`src/sv/key_matrix_event_tracker_macros.svh`:
```
// Assertion macros for the key matrix event tracker.
// Used by key_matrix_event_tracker.sv; expects i_clk and i_rst_n in scope.
`ifndef KEY_MATRIX_EVENT_TRACKER_MACROS_SVH
`define KEY_MATRIX_EVENT_TRACKER_MACROS_SVH

`ifndef SYNTHESIS

// Checked only while out of reset.
`define KMET_ASSERT(name, prop) \
    name: assert property (@(posedge i_clk) disable iff (!i_rst_n) prop) \
        else $error("kmet assertion failed");

// Checked on every edge, reset included.
`define KMET_ASSERT_NORST(name, prop) \
    name: assert property (@(posedge i_clk) prop) \
        else $error("kmet reset assertion failed");

`else

`define KMET_ASSERT(name, prop)
`define KMET_ASSERT_NORST(name, prop)

`endif

`endif

```
`src/sv/kmet_pkg.sv`:
```
// Package for the key matrix event tracker: widths, reset values, codes, types.
// No dependencies; imported by key_matrix_event_tracker and the testbench.
`default_nettype none

package kmet_pkg;

    localparam int ROWS_DEF   = 6;
    localparam int COLS_DEF   = 10;
    localparam int ROW_W      = 3;
    localparam int COL_W      = 4;
    localparam int TIME_W     = 32;
    localparam int REQ_W      = 2;
    localparam int CODE_W     = 8;
    localparam int NOTE_W     = 3;
    localparam int CFG_IDX_W  = 2;
    localparam int CFG_DATA_W = 32;

    // Raw code layout: press flag on top, key number plus one below.
    localparam int PRESS_BIT  = 7;
    localparam int KEY_BASE   = 10;
    // k / 10 == (k * 205) >> 11 for k < 1029
    localparam int DIV10_MUL   = 205;
    localparam int DIV10_SHIFT = 11;

    localparam logic [TIME_W-1:0] HOLD_TO_RST  = 32'd30000;
    localparam logic [TIME_W-1:0] FAST_TO_RST  = 32'd3000;
    localparam logic [TIME_W-1:0] FAST_WIN_RST = 32'd5000;
    localparam logic [NOTE_W-1:0] NOTE_ROWS_RST = 3'd0;

    typedef enum logic [REQ_W-1:0] {
        REQ_EVENT   = 2'd0,
        REQ_POLL    = 2'd1,
        REQ_RELEASE = 2'd2,
        REQ_NONE    = 2'd3
    } t_req;

    typedef enum logic [CFG_IDX_W-1:0] {
        CFG_HOLD   = 2'd0,
        CFG_FAST   = 2'd1,
        CFG_WINDOW = 2'd2,
        CFG_NOTE   = 2'd3
    } t_cfg_idx;

    typedef enum logic [2:0] {
        ST_IDLE,
        ST_EVENT,
        ST_PREP,
        ST_SEEN,
        ST_TMO,
        ST_CLEAR,
        ST_FLUSH
    } t_state;

    typedef struct packed {
        logic              held;
        logic              seen;
        logic              dir;
        logic [TIME_W-1:0] stamp;
    } t_entry;

    typedef struct packed {
        logic [ROW_W-1:0] row;
        logic [COL_W-1:0] col;
        logic             pressed;
        logic             note;
        logic             last;
    } t_result;

endpackage

`default_nettype wire

```
`src/sv/key_matrix_event_tracker.sv`:
```
// Key matrix event tracker: per-key state in one synchronous memory, swept by a
// read-modify-write pipeline. Depends on kmet_pkg and key_matrix_event_tracker_macros.svh.
//
// Usage:
//   Input channel (i_in_valid/o_in_ready) takes one request transaction at a time:
//   a raw key code, a poll end (time and overflow flag) or a release-all.
//   Output channel (o_out_valid/i_out_ready) carries key changes; o_last marks
//   the final change caused by a request. Key events and empty windows give none.
//   Configuration (i_cfg_we/i_cfg_idx/i_cfg_data) must be written only while idle; the
//   block itself does not enforce this. A key event reads its entry, then writes it back.
//   A poll end makes two passes over the key memory, first the seen pass, then the
//   timeout pass, one key per cycle each unless the receiver stalls, set by the
//   single memory read port. A release-all makes one pass; an unknown request is dropped.
//   Each result waits in a holding register until the next one is found or the
//   request ends, so the final one carries o_last. The next request is taken
//   while that last result still waits in the output register.
//   Receiver stall: the pass pauses on a key that has a result while both the output
//   register and the holding register are full; nothing is dropped.
//   Reset: synchronous; clears all keys (per-entry valid bits), the overflow
//   state, the output channel, and loads configuration defaults.
`default_nettype none
`include "key_matrix_event_tracker_macros.svh"

module key_matrix_event_tracker
    import kmet_pkg::*;
#(
    parameter int ROWS = ROWS_DEF,
    parameter int COLS = COLS_DEF
) (
    input  wire logic                  i_clk,
    input  wire logic                  i_rst_n,
    input  wire logic                  i_in_valid,
    output logic                       o_in_ready,
    input  wire logic [REQ_W-1:0]      i_req_type,
    input  wire logic [CODE_W-1:0]     i_key_code,
    input  wire logic [TIME_W-1:0]     i_now_ms,
    input  wire logic                  i_overflow,
    output logic                       o_out_valid,
    input  wire logic                  i_out_ready,
    output logic [ROW_W-1:0]           o_out_row,
    output logic [COL_W-1:0]           o_out_col,
    output logic                       o_out_pressed,
    output logic                       o_note_key,
    output logic                       o_last,
    input  wire logic                  i_cfg_we,
    input  wire logic [CFG_IDX_W-1:0]  i_cfg_idx,
    input  wire logic [CFG_DATA_W-1:0] i_cfg_data
);

    localparam int NKEYS = ROWS * COLS;
    localparam int KEY_W = (NKEYS > 1) ? $clog2(NKEYS) : 1;
    localparam logic [KEY_W-1:0] LAST_KEY = KEY_W'(NKEYS - 1);
    localparam logic [COL_W-1:0] LAST_COL = COL_W'(COLS - 1);
    localparam logic [3:0]       ROW_LIM  = 4'(ROWS);
    localparam logic [6:0]       COL_LIM  = 7'(COLS);

    // configuration
    logic [TIME_W-1:0] r_hold_to, r_fast_to, r_fast_win;
    logic [NOTE_W-1:0] r_note_rows;

    // request context
    t_state            r_state, n_state;
    logic [TIME_W-1:0] r_now;
    logic              r_ovf_hap;
    logic [TIME_W-1:0] r_ovf_stamp;
    logic [TIME_W-1:0] r_timeout;
    logic [KEY_W-1:0]  r_ev_idx;
    logic              r_ev_dir;

    // key memory
    t_entry            mem [NKEYS];
    t_entry            r_rdata;
    logic              r_rd_vld;
    logic [NKEYS-1:0]  r_vld;

    // sweep pipeline
    logic [KEY_W-1:0]  r_iss_idx, r_s1_idx;
    logic [ROW_W-1:0]  r_iss_row, r_s1_row;
    logic [COL_W-1:0]  r_iss_col, r_s1_col;
    logic              r_iss_done, r_s1_v;

    // result holding and output registers
    t_result           r_hold, r_out;
    logic              r_hold_v, r_out_v;

    // combinational
    logic              in_acc, out_take, out_free, out_load;
    logic              mem_re, mem_we, iss, proc, stall, flush, ctr_clr;
    logic [KEY_W-1:0]  raddr, waddr;
    t_entry            wdata, ent;
    t_result           res;
    logic              res_v;
    logic [TIME_W-1:0] elapsed;
    logic              recent;

    // raw code decode
    logic [6:0]        dec_num, dec_k, dec_col;
    logic [14:0]       dec_prod, dec_quo;
    logic [3:0]        dec_row;
    logic [7:0]        dec_idx8;
    logic              dec_ok;
    logic [KEY_W-1:0]  ev_idx;

    always_comb begin
        dec_num  = i_key_code[6:0];
        dec_k    = dec_num - 7'd1;
        dec_prod = {8'd0, dec_k} * 15'(DIV10_MUL);
        dec_quo  = dec_prod >> DIV10_SHIFT;
        dec_row  = dec_quo[3:0];
        dec_col  = dec_k - 7'({3'd0, dec_row} * 7'(KEY_BASE));
        dec_ok   = (dec_num != 7'd0) && (dec_row < ROW_LIM) && (dec_col < COL_LIM);
        dec_idx8 = {4'd0, dec_row} * 8'(COLS) + {1'b0, dec_col};
        ev_idx   = dec_idx8[KEY_W-1:0];
    end

    assign ent      = r_rd_vld ? r_rdata : '0;
    assign elapsed  = r_now - ent.stamp;
    assign recent   = r_ovf_hap && ((r_now - r_ovf_stamp) < r_fast_win);
    assign in_acc   = i_in_valid && o_in_ready;
    assign out_take = r_out_v && i_out_ready;
    assign out_free = !r_out_v || i_out_ready;
    assign out_load = (proc && res_v && r_hold_v) || flush;

    // next state, memory control, pass results
    always_comb begin
        n_state    = r_state;
        o_in_ready = 1'b0;
        mem_re     = 1'b0;
        mem_we     = 1'b0;
        raddr      = r_iss_idx;
        waddr      = r_s1_idx;
        wdata      = ent;
        res        = '0;
        res.row    = r_s1_row;
        res.col    = r_s1_col;
        res_v      = 1'b0;
        stall      = 1'b0;
        iss        = 1'b0;
        proc       = 1'b0;
        flush      = 1'b0;
        ctr_clr    = 1'b0;
        case (r_state)
            ST_IDLE: begin
                o_in_ready = 1'b1;
                ctr_clr    = i_in_valid;
                if (i_in_valid) begin
                    case (t_req'(i_req_type))
                        REQ_EVENT: begin
                            if (dec_ok) begin
                                mem_re  = 1'b1;
                                raddr   = ev_idx;
                                n_state = ST_EVENT;
                            end
                        end
                        REQ_POLL:    n_state = ST_PREP;
                        REQ_RELEASE: n_state = ST_CLEAR;
                        default:     n_state = ST_IDLE;
                    endcase
                end
            end
            ST_EVENT: begin
                mem_we     = 1'b1;
                waddr      = r_ev_idx;
                wdata.seen = 1'b1;
                wdata.dir  = r_ev_dir;
                n_state    = ST_IDLE;
            end
            ST_PREP: n_state = ST_SEEN;
            ST_SEEN, ST_TMO, ST_CLEAR: begin
                if (r_state == ST_SEEN) begin
                    wdata.seen = 1'b0;
                    res.note   = (r_s1_row < r_note_rows);
                    if (ent.seen && ent.dir && !ent.held) begin
                        wdata.held  = 1'b1;
                        wdata.stamp = r_now;
                        res.pressed = 1'b1;
                        res_v       = r_s1_v;
                    end else if (ent.seen && !ent.dir && ent.held) begin
                        wdata.held = 1'b0;
                        res_v      = r_s1_v;
                    end
                end else if (r_state == ST_TMO) begin
                    if (ent.held && (elapsed > r_timeout)) begin
                        wdata.held = 1'b0;
                        res_v      = r_s1_v;
                    end
                end else begin
                    wdata.held  = 1'b0;
                    wdata.stamp = '0;
                    res_v       = r_s1_v && ent.held;
                end
                stall  = r_s1_v && res_v && r_hold_v && !out_free;
                proc   = r_s1_v && !stall;
                iss    = !r_iss_done && !stall;
                mem_re = iss;
                mem_we = proc;
                if (r_iss_done && !r_s1_v) begin
                    if (r_state == ST_SEEN) begin
                        ctr_clr = 1'b1;
                        n_state = ST_TMO;
                    end else begin
                        n_state = ST_FLUSH;
                    end
                end
            end
            ST_FLUSH: begin
                if (!r_hold_v) begin
                    n_state = ST_IDLE;
                end else if (out_free) begin
                    flush   = 1'b1;
                    n_state = ST_IDLE;
                end
            end
            default: n_state = ST_IDLE;
        endcase
    end

    always_ff @(posedge i_clk) begin
        if (!i_rst_n) begin
            r_state <= ST_IDLE;
        end else begin
            r_state <= n_state;
        end
    end

    // configuration and overflow state
    always_ff @(posedge i_clk) begin
        if (!i_rst_n) begin
            r_hold_to   <= HOLD_TO_RST;
            r_fast_to   <= FAST_TO_RST;
            r_fast_win  <= FAST_WIN_RST;
            r_note_rows <= NOTE_ROWS_RST;
            r_ovf_hap   <= 1'b0;
            r_ovf_stamp <= '0;
        end else begin
            if (i_cfg_we) begin
                case (t_cfg_idx'(i_cfg_idx))
                    CFG_HOLD:   r_hold_to   <= i_cfg_data;
                    CFG_FAST:   r_fast_to   <= i_cfg_data;
                    CFG_WINDOW: r_fast_win  <= i_cfg_data;
                    CFG_NOTE:   r_note_rows <= i_cfg_data[NOTE_W-1:0];
                    default:    r_hold_to   <= r_hold_to;
                endcase
            end
            if (in_acc && (t_req'(i_req_type) == REQ_POLL) && i_overflow) begin
                r_ovf_hap   <= 1'b1;
                r_ovf_stamp <= i_now_ms;
            end
        end
    end

    // request payload
    always_ff @(posedge i_clk) begin
        if (in_acc) begin
            r_now    <= i_now_ms;
            r_ev_idx <= ev_idx;
            r_ev_dir <= i_key_code[PRESS_BIT];
        end
        if (r_state == ST_PREP) begin
            r_timeout <= recent ? r_fast_to : r_hold_to;
        end
    end

    // key memory
    always_ff @(posedge i_clk) begin
        if (mem_we) begin
            mem[waddr] <= wdata;
        end
        if (mem_re) begin
            r_rdata <= mem[raddr];
        end
    end

    always_ff @(posedge i_clk) begin
        if (!i_rst_n) begin
            r_vld    <= '0;
            r_rd_vld <= 1'b0;
        end else begin
            if (mem_we) begin
                r_vld[waddr] <= 1'b1;
            end
            if (mem_re) begin
                r_rd_vld <= r_vld[raddr];
            end
        end
    end

    // sweep counters and read stage
    always_ff @(posedge i_clk) begin
        if (!i_rst_n) begin
            r_iss_done <= 1'b0;
            r_s1_v     <= 1'b0;
        end else begin
            if (ctr_clr) begin
                r_iss_done <= 1'b0;
            end else if (iss) begin
                r_iss_done <= (r_iss_idx == LAST_KEY);
            end
            r_s1_v <= iss || (r_s1_v && stall);
        end
    end

    always_ff @(posedge i_clk) begin
        if (ctr_clr) begin
            r_iss_idx <= '0;
            r_iss_row <= '0;
            r_iss_col <= '0;
        end else if (iss) begin
            r_iss_idx <= r_iss_idx + KEY_W'(1);
            if (r_iss_col == LAST_COL) begin
                r_iss_col <= '0;
                r_iss_row <= r_iss_row + ROW_W'(1);
            end else begin
                r_iss_col <= r_iss_col + COL_W'(1);
            end
        end
        if (iss) begin
            r_s1_idx <= r_iss_idx;
            r_s1_row <= r_iss_row;
            r_s1_col <= r_iss_col;
        end
    end

    // results: one held back so the final one can carry the last flag
    always_ff @(posedge i_clk) begin
        if (!i_rst_n) begin
            r_hold_v <= 1'b0;
            r_out_v  <= 1'b0;
        end else begin
            if (proc && res_v) begin
                r_hold_v <= 1'b1;
            end else if (flush) begin
                r_hold_v <= 1'b0;
            end
            if (out_load) begin
                r_out_v <= 1'b1;
            end else if (out_take) begin
                r_out_v <= 1'b0;
            end
        end
    end

    always_ff @(posedge i_clk) begin
        if (proc && res_v) begin
            r_hold <= res;
        end
        if (out_load) begin
            r_out <= '{row: r_hold.row, col: r_hold.col, pressed: r_hold.pressed,
                       note: r_hold.note, last: flush};
        end
    end

    assign o_out_valid   = r_out_v;
    assign o_out_row     = r_out.row;
    assign o_out_col     = r_out.col;
    assign o_out_pressed = r_out.pressed;
    assign o_note_key    = r_out.note;
    assign o_last        = r_out.last;

    `KMET_ASSERT(a_idle_hold_empty, (r_state == ST_IDLE) |-> !r_hold_v)
    `KMET_ASSERT(a_ready_no_inflight, o_in_ready |-> !r_s1_v)
    `KMET_ASSERT(a_no_rw_collision, (mem_we && mem_re) |-> (waddr != raddr))
    `KMET_ASSERT_NORST(a_reset_idle, !i_rst_n |=> ((r_state == ST_IDLE) && !o_out_valid))

endmodule

`default_nettype wire

```
`config.mk`:
```
export PLATFORM = sky130hd
export DESIGN_NAME = key_matrix_event_tracker
export DESIGN_NICKNAME = d
export VERILOG_FILES = /design/src/sv/kmet_pkg.sv /design/src/sv/key_matrix_event_tracker.sv
export VERILOG_INCLUDE_DIRS = /design/src /design/src/sv
export SDC_FILE = /design/constraint.sdc
export NUM_CORES = 2
export LEC_CHECK = 0
export BUFFER_PORTS_ARGS = -buffer_cell sky130_fd_sc_hd__buf_4
export CAP_MARGIN = 10
export CORE_UTILIZATION = 50
export CTS_CLUSTER_DIAMETER = 50
export DETAILED_ROUTE_END_ITERATION = 16
export GPL_ROUTABILITY_DRIVEN = 0
export PLACE_DENSITY_LB_ADDON = 0.1
export SLEW_MARGIN = 20
export SYNTH_ARGS = -nofsm -noshare
export SYNTH_HDL_FRONTEND = slang
export SYNTH_SLANG_ARGS = --single-unit
```
`constraint.sdc`:
```
create_clock -name i_clk -period 13.8 [get_ports i_clk]
set_input_delay 2.07 -clock i_clk [delete_from_list [all_inputs] [get_ports i_clk]]
set_output_delay 2.07 -clock i_clk [all_outputs]
set_load 0.02 [all_outputs]
```
# Yosys cells after proc, flatten, opt, wreduce, memory -nomap -nowiden
# Memories as Yosys holds them, arrays and structs flattened. A register that Yosys moved wholly into a read port is not among the register bits.
# Cells that the tools add are included.
dict set report classes {
  bitwise 2
  n_eq_ne 17
  addsub 8
  mul 3
  magnitude_cmp 8
  mux 62
  reduce_logical 48
}
# op n
set op_table {}
lappend op_table {{32-bit two-way mux} 5}
lappend op_table {{32-bit subtractor} 2}
lappend op_table {{60-bit OR} 1}
lappend op_table {{1-bit two-way mux} 36}
lappend op_table {{35-bit two-way mux} 1}
lappend op_table {{32-bit > comparator} 1}
lappend op_table {{32-bit less-than comparator} 1}
lappend op_table {{6-bit two-way mux} 5}
lappend op_table {{1-bit logical AND} 23}
lappend op_table {{7-bit by 8-bit multiplier with 15-bit output, second input constant} 1}
lappend op_table {{3-bit two-way mux} 5}
lappend op_table {{6-bit by 7-bit less-than comparator with 1-bit output, second input constant} 2}
lappend op_table {{3-bit one-hot mux with 4 select lines} 1}
lappend op_table {{2-bit AND reduction} 6}
lappend op_table {{3-bit == test, second input constant} 3}
lappend op_table {{3-bit one-hot mux with 3 select lines} 1}
lappend op_table {{1-bit one-hot mux with 2 select lines} 4}
lappend op_table {{1-bit logical NOT} 7}
lappend op_table {{7-bit by 4-bit less-than comparator with 1-bit output, second input constant} 1}
lappend op_table {{7-bit nonzero test} 1}
lappend op_table {{7-bit by 1-bit subtractor with 7-bit output, second input constant} 1}
lappend op_table {{7-bit subtractor} 1}
lappend op_table {{6-bit by 1-bit adder with 6-bit output, second input constant} 1}
lappend op_table {{6-bit adder} 1}
lappend op_table {{other kinds (27)} 37}
dict set report totals {
  mem_count 1
  output_inout_bits 12
  wordCells 181
  ram_bits 2100
  ff_bits 316
}
# memory words word_bits read_ports rd_clocked_by_memory_dff wr line_no
set mem_list {}
lappend mem_list {mem 60 35 1 1 1 key_matrix_event_tracker.sv:71} ;# t_entry mem [NKEYS];

# Depth between registers and ports, before layout
dict set report depth {
  word_depth 18
  mapped_depth 42
  ltp_nobuf 38
}

# Worst setup path after synthesis
# OpenSTA, ideal clock, no wires.
dict set report synth_path {
  kind {input-to-reg}
  from {input i_key_code[0]}
  to {register, netlist name r_rdata[25]}
  setup_ps 257
  setup_slack_ps 3129
  cell_stages 36
  t_arrival_ps 10414
  path_cell_list {inv_1 > ha_1 > or3b_4 > nor3_2 > xor2_1 > ha_1 > ha_1 > fa_1 > inv_1 > fa_1 > inv_1 > ha_1 > nand4_1 > or4_4 > a21oi_2 > nor2_1 > xnor2_2 > inv_1 > xnor2_1 > ha_1 > inv_1 > fa_1 > clkbuf_1 > xnor3_1 > xnor2_1 > a31oi_1 > a31o_2 > nor3_4 > buf_6 > mux2i_1 > buf_2 > buf_2 > a21oi_1 > a2111oi_0 > nand3_1 > a32o_1}
}
dict set report synth_via {
  elab_chain_cells 10
  word_cells_on_any_way 19
}
# element line_no
set synth_rtl {}
lappend synth_rtl {{from (decl)} key_matrix_event_tracker.sv:35} ;# input wire logic [CODE_W-1:0] i_key_code,
lappend synth_rtl {{7-bit by 1-bit subtractor with 7-bit output} key_matrix_event_tracker.sv:106} ;# dec_k = dec_num - 7'd1;
lappend synth_rtl {{7-bit by 8-bit multiplier with 15-bit output} key_matrix_event_tracker.sv:107} ;# dec_prod = {8'd0, dec_k} * 15'(DIV10_MUL);
lappend synth_rtl {{4-bit by 3-bit multiplier with 6-bit output} key_matrix_event_tracker.sv:110} ;# dec_col = dec_k - 7'({3'd0, dec_row} * 7'(KEY_BASE));
lappend synth_rtl {{7-bit subtractor} key_matrix_event_tracker.sv:110}
lappend synth_rtl {{7-bit by 4-bit less-than comparator with 1-bit output} key_matrix_event_tracker.sv:111} ;# dec_ok = (dec_num != 7'd0) && (dec_row < ROW_LIM) && (dec_col < COL_LIM);
lappend synth_rtl {{1-bit logical AND} key_matrix_event_tracker.sv:111}
lappend synth_rtl {{1-bit two-way mux or 6-bit two-way mux (tied branches)} key_matrix_event_tracker.sv:149} ;# if (dec_ok) begin
lappend synth_rtl {{1-bit two-way mux or 6-bit two-way mux (tied branches)} key_matrix_event_tracker.sv:147} ;# case (t_req'(i_req_type))
lappend synth_rtl {{1-bit two-way mux or 6-bit two-way mux (tied branches)} key_matrix_event_tracker.sv:146} ;# if (i_in_valid) begin
lappend synth_rtl {{1-bit one-hot mux with 2 select lines or 6-bit two-way mux (tied branches)} key_matrix_event_tracker.sv:142} ;# case (r_state)
# Several ways; a longest one is shown, not always the timed one.
# A chain may end at the register's enable or synchronous reset.

# Worst setup path after layout
dict set report layout_path {
  from {input i_key_code[0]}
  to {register, netlist name r_rdata[16]}
}
dict set report layout_via {
  word_cells_on_any_way 19
}
# element line_no
set layout_rtl {}
lappend layout_rtl {{7-bit by 1-bit subtractor with 7-bit output *} key_matrix_event_tracker.sv:106}
lappend layout_rtl {{7-bit subtractor *} key_matrix_event_tracker.sv:110}
lappend layout_rtl {{net dec_col[0]} key_matrix_event_tracker.sv:97} ;# logic [6:0] dec_num, dec_k, dec_col;
lappend layout_rtl {{7-bit by 4-bit less-than comparator with 1-bit output} key_matrix_event_tracker.sv:111}
lappend layout_rtl {{1-bit logical AND} key_matrix_event_tracker.sv:111}
lappend layout_rtl {{1-bit two-way mux or 6-bit two-way mux (tied branches)} key_matrix_event_tracker.sv:149}
lappend layout_rtl {{1-bit two-way mux or 6-bit two-way mux (tied branches)} key_matrix_event_tracker.sv:147}
lappend layout_rtl {{1-bit two-way mux or 6-bit two-way mux (tied branches)} key_matrix_event_tracker.sv:146}
lappend layout_rtl {{1-bit one-hot mux with 2 select lines or 6-bit two-way mux (tied branches)} key_matrix_event_tracker.sv:142}
# The timed path passes the listed nets; every way through them passes the cells marked *.

==> results.yml <==
run_status:
  status: "complete, no violations"
critical_path:
  reg2regPathDepth: 31
  criticalPathCategory: "in -> reg"
  start_kind: "input pin"
  crit_path_end: "r_rdata[16]"
  rrSetupSlack_ns: 3.13
  worstSetupStartpoint: "i_key_code[0]"
  slowest_stage: "o21ai_0"
  critical_path_buf_inv_count: 8
  crit_fanout: 37
  crit_required_ns: 14.58
  regToRegEndpoint: "mem[19][27]"
  cp-end-kind: "flop"
  cp.depth: 37
  regToRegStartpoint: "r_rd_vld"
  crit_family: "adder cells"
  crit_arrival_ns: 12.96
  max_stage_delay_ns: 0.95
  path_common_cell: "ha_1"
clock_network:
  cts_hold_buffers: 0
  numCtsBuffers: 289
  cts_setup_buffers: 0
  cts_sinks: 2451
  ctsResizeCount: 0
  cts_buffer_depth: 4
  clk_latency_ns: 0.95
  path_clk_slew_ns: 0.06
  cts_tree: "built"
  cts-root-buf: "clkbuf_16"
  h-tree-depth: 5
yosys:
  synth_commonest_cells: "edfxtp_1 (2238), nand2_1 (1517), a21oi_1 (576)"
  synth_nets: 8318
  syn_inst: 8056
  avgSynthCellArea_um2: 12.87
  synth_cell_types: 96
  synth_top_area_share_pct: 64.80
  ys_seq_area_share_pct: 68.91
  synth_edf_count: 2238
  synth_most_common_cell: "edfxtp_1"
  synth_seq_cells: 2451
  yosys.area.top_type: "edfxtp_1"
  yosysWarningCount: 0
  async_flop_share_pct: 0
  synth_top_flop_cell: "edfxtp_1"
  synth_area_um2: 103700
  synth.area.top_cells: "edfxtp_1 (65%), nand2_1 (5.5%), dfxtp_1 (4.1%)"
place:
  port_buffers: 93
  dp_slack_ns: 0.9000
  dp_cells: 10620
  dp_hpwl_um: 203800
timing:
  period_minus_slack_ns: 12.18
  max_freq_mhz: 82.08
  finalSetupTns_ns: 0
  maxSlewViolCount: 0
  layout_setup_ws_ns: 1.617
  clock_skew_ns: 0.07663
  relSlewSlack_pct: 21.33
  hold_viol: 0
  rsz0062_at_grt: "no"
  period_share_pct: 88.28
  worst_slew_pin_slew_ns: 1.168
  setup_violations: 0
finish:
  area_delta_synth_final_pct: 13.94
  drive_gt1_share_pct: 11.87
  stdcell_count: 11120
  fillCellCount: 16410
  fin_nets: 8485
routing:
  routed_wl_um: 352800
  postRouteAntennaNets: 0
  dr_total_vias: 71990
  first_pass_iters: 6
  drt-initial-drc-count: 10310
  avgRoutedWirePerCell_um: 31.72
  via_per_inst: 6.472
  drc: 0
die:
  dieArea_um2: 209200
  fp.dieH_um: 457.4
  core_um2: 205400
  start_util_pct: 50.49
  die_w_um: 457.4
  fp-row-count: 166
  ios: 94
grt:
  grt_pass1_wl_um: 497500
  grt_use_total_pct: 33.25
  grt_antenna_before_repair: 28
  grt_max_degree: 109
  grt_pass1_vias: 66930
  grt_overflow_total: 0
power_and_ir_drop:
  power_density_nw_per_um2: 180.9
  p_leak_uw: 0.04150
  power.total_uw: 21380
  irDropWorstVdd_mv: 0.2321
worst_hold_path:
  min_path_type: "reg -> reg"
  hold_depth: 0
job:
  drv_cap: 0
==> cell usage in the layout (no fill, tap or decap), types with 28 or more instances in the layout <==
cell / count
a211oi_1: 441
a21o_1: 36
a21oi_1: 574
a31oi_1: 89
and3_1: 292
buf_12: 47
buf_4: 354
clkbuf_1: 57
clkbuf_16: 298
clkinv_1: 55
clkinv_2: 31
dfxtp_1: 212
edfxtp_1: 2238
ha_1: 168
inv_1: 164
mux2_2: 37
mux2i_1: 280
nand2_1: 1513
nand3_1: 406
nor2_1: 122
nor2_4: 40
nor2b_1: 30
nor3_1: 69
o21ai_0: 161
o22ai_4: 28
o31ai_1: 55
xnor2_1: 47
xor2_1: 28
==> registers in the layout (all words and copies together), names as in the netlist, 32 cells and up <==
signal	flops
r_timeout	32
r_vld	60
r_fast_to	32
mem	2100
r_rdata	35
r_now	32
r_ovf_stamp	32
r_hold_to	32
r_fast_win	32
==> layer usage <==
metal,part of all wire (%),GRT usage [%]
met1,39,46.44
met3,12,6.648
met5,0.019,0
met2,45,51.04
met4,4.7,13.41
==> metrics by stage <==
stage	utilization [%]	instance area, um2	hold slack (ns)
CTS	57.51	118100	0.4126
global placement	53.17	109200	0.4014
detailed placement	53.18	109200	0.4045
finish	57.52	118200	0.4143
global route	57.51	118100	0.4263
floorplan	-	103700	0.4003
==> kinds of logic (layout without fill, tap and decap cells) <==
group | count (synthesis) | in the layout | synth area share (%)
other cells | 0 | 8 | 0
fa+ha+maj | 181 | 181 | 2.269
simple gates | 2651 | 2651 | 11.46
xor+xnor | 78 | 78 | 0.6973
mux | 324 | 324 | 3.173
compound gates | 1677 | 1677 | 10.46
buf+inv | 694 | 1066 | 3.026
flops | 2451 | 2451 | 68.91
==> cell type report <==
class,instances,area (um2),area share [%]
multi-input cells,4911,30180,25.54
clock buffers,359,7726,6.539
flip-flops and latches,2451,71470,60.48
repair buffers,401,3598,3.045
well taps,2688,3363,2.846
clock inverters,137,1171,0.9911
inverters,169,636.9,0.5390
diodes,8,20.02,0.01694
==> how the worst min path moves through the flow <==
stage	slack (ns)	end	startpoint
floorplan	0.40	o_note_key	r_hold[1]
global placement	0.40	r_hold[3]	r_s1_col[0]
detailed placement	0.40	o_note_key	r_hold[1]
CTS	0.41	o_out_pressed	r_hold[2]
global route	0.43	o_out_pressed	r_hold[2]
finish	0.41	o_out_pressed	r_hold[2]
==> report_power, final <==
part	leakage (uW)	internal [uW]	switching (uW)
clock network	0.00433	4280	3000
logic	0.0147	1750	3730
registers	0.0224	8420	202
total	0.0415	14500	6920
==> worst reg2reg max path, delay by kind of cell, from the launching register on <==
| family | cells | cell delay, ns |
|---|---|---|
| compound gates | 14 | 3.27 |
| xor+xnor | 1 | 0.14 |
| fa+ha+maj | 3 | 0.88 |
| buf+inv | 5 | 1.85 |
| flops | 1 | 0.86 |
| simple gates | 8 | 3.16 |
Power figures use the tool's default switching activity.
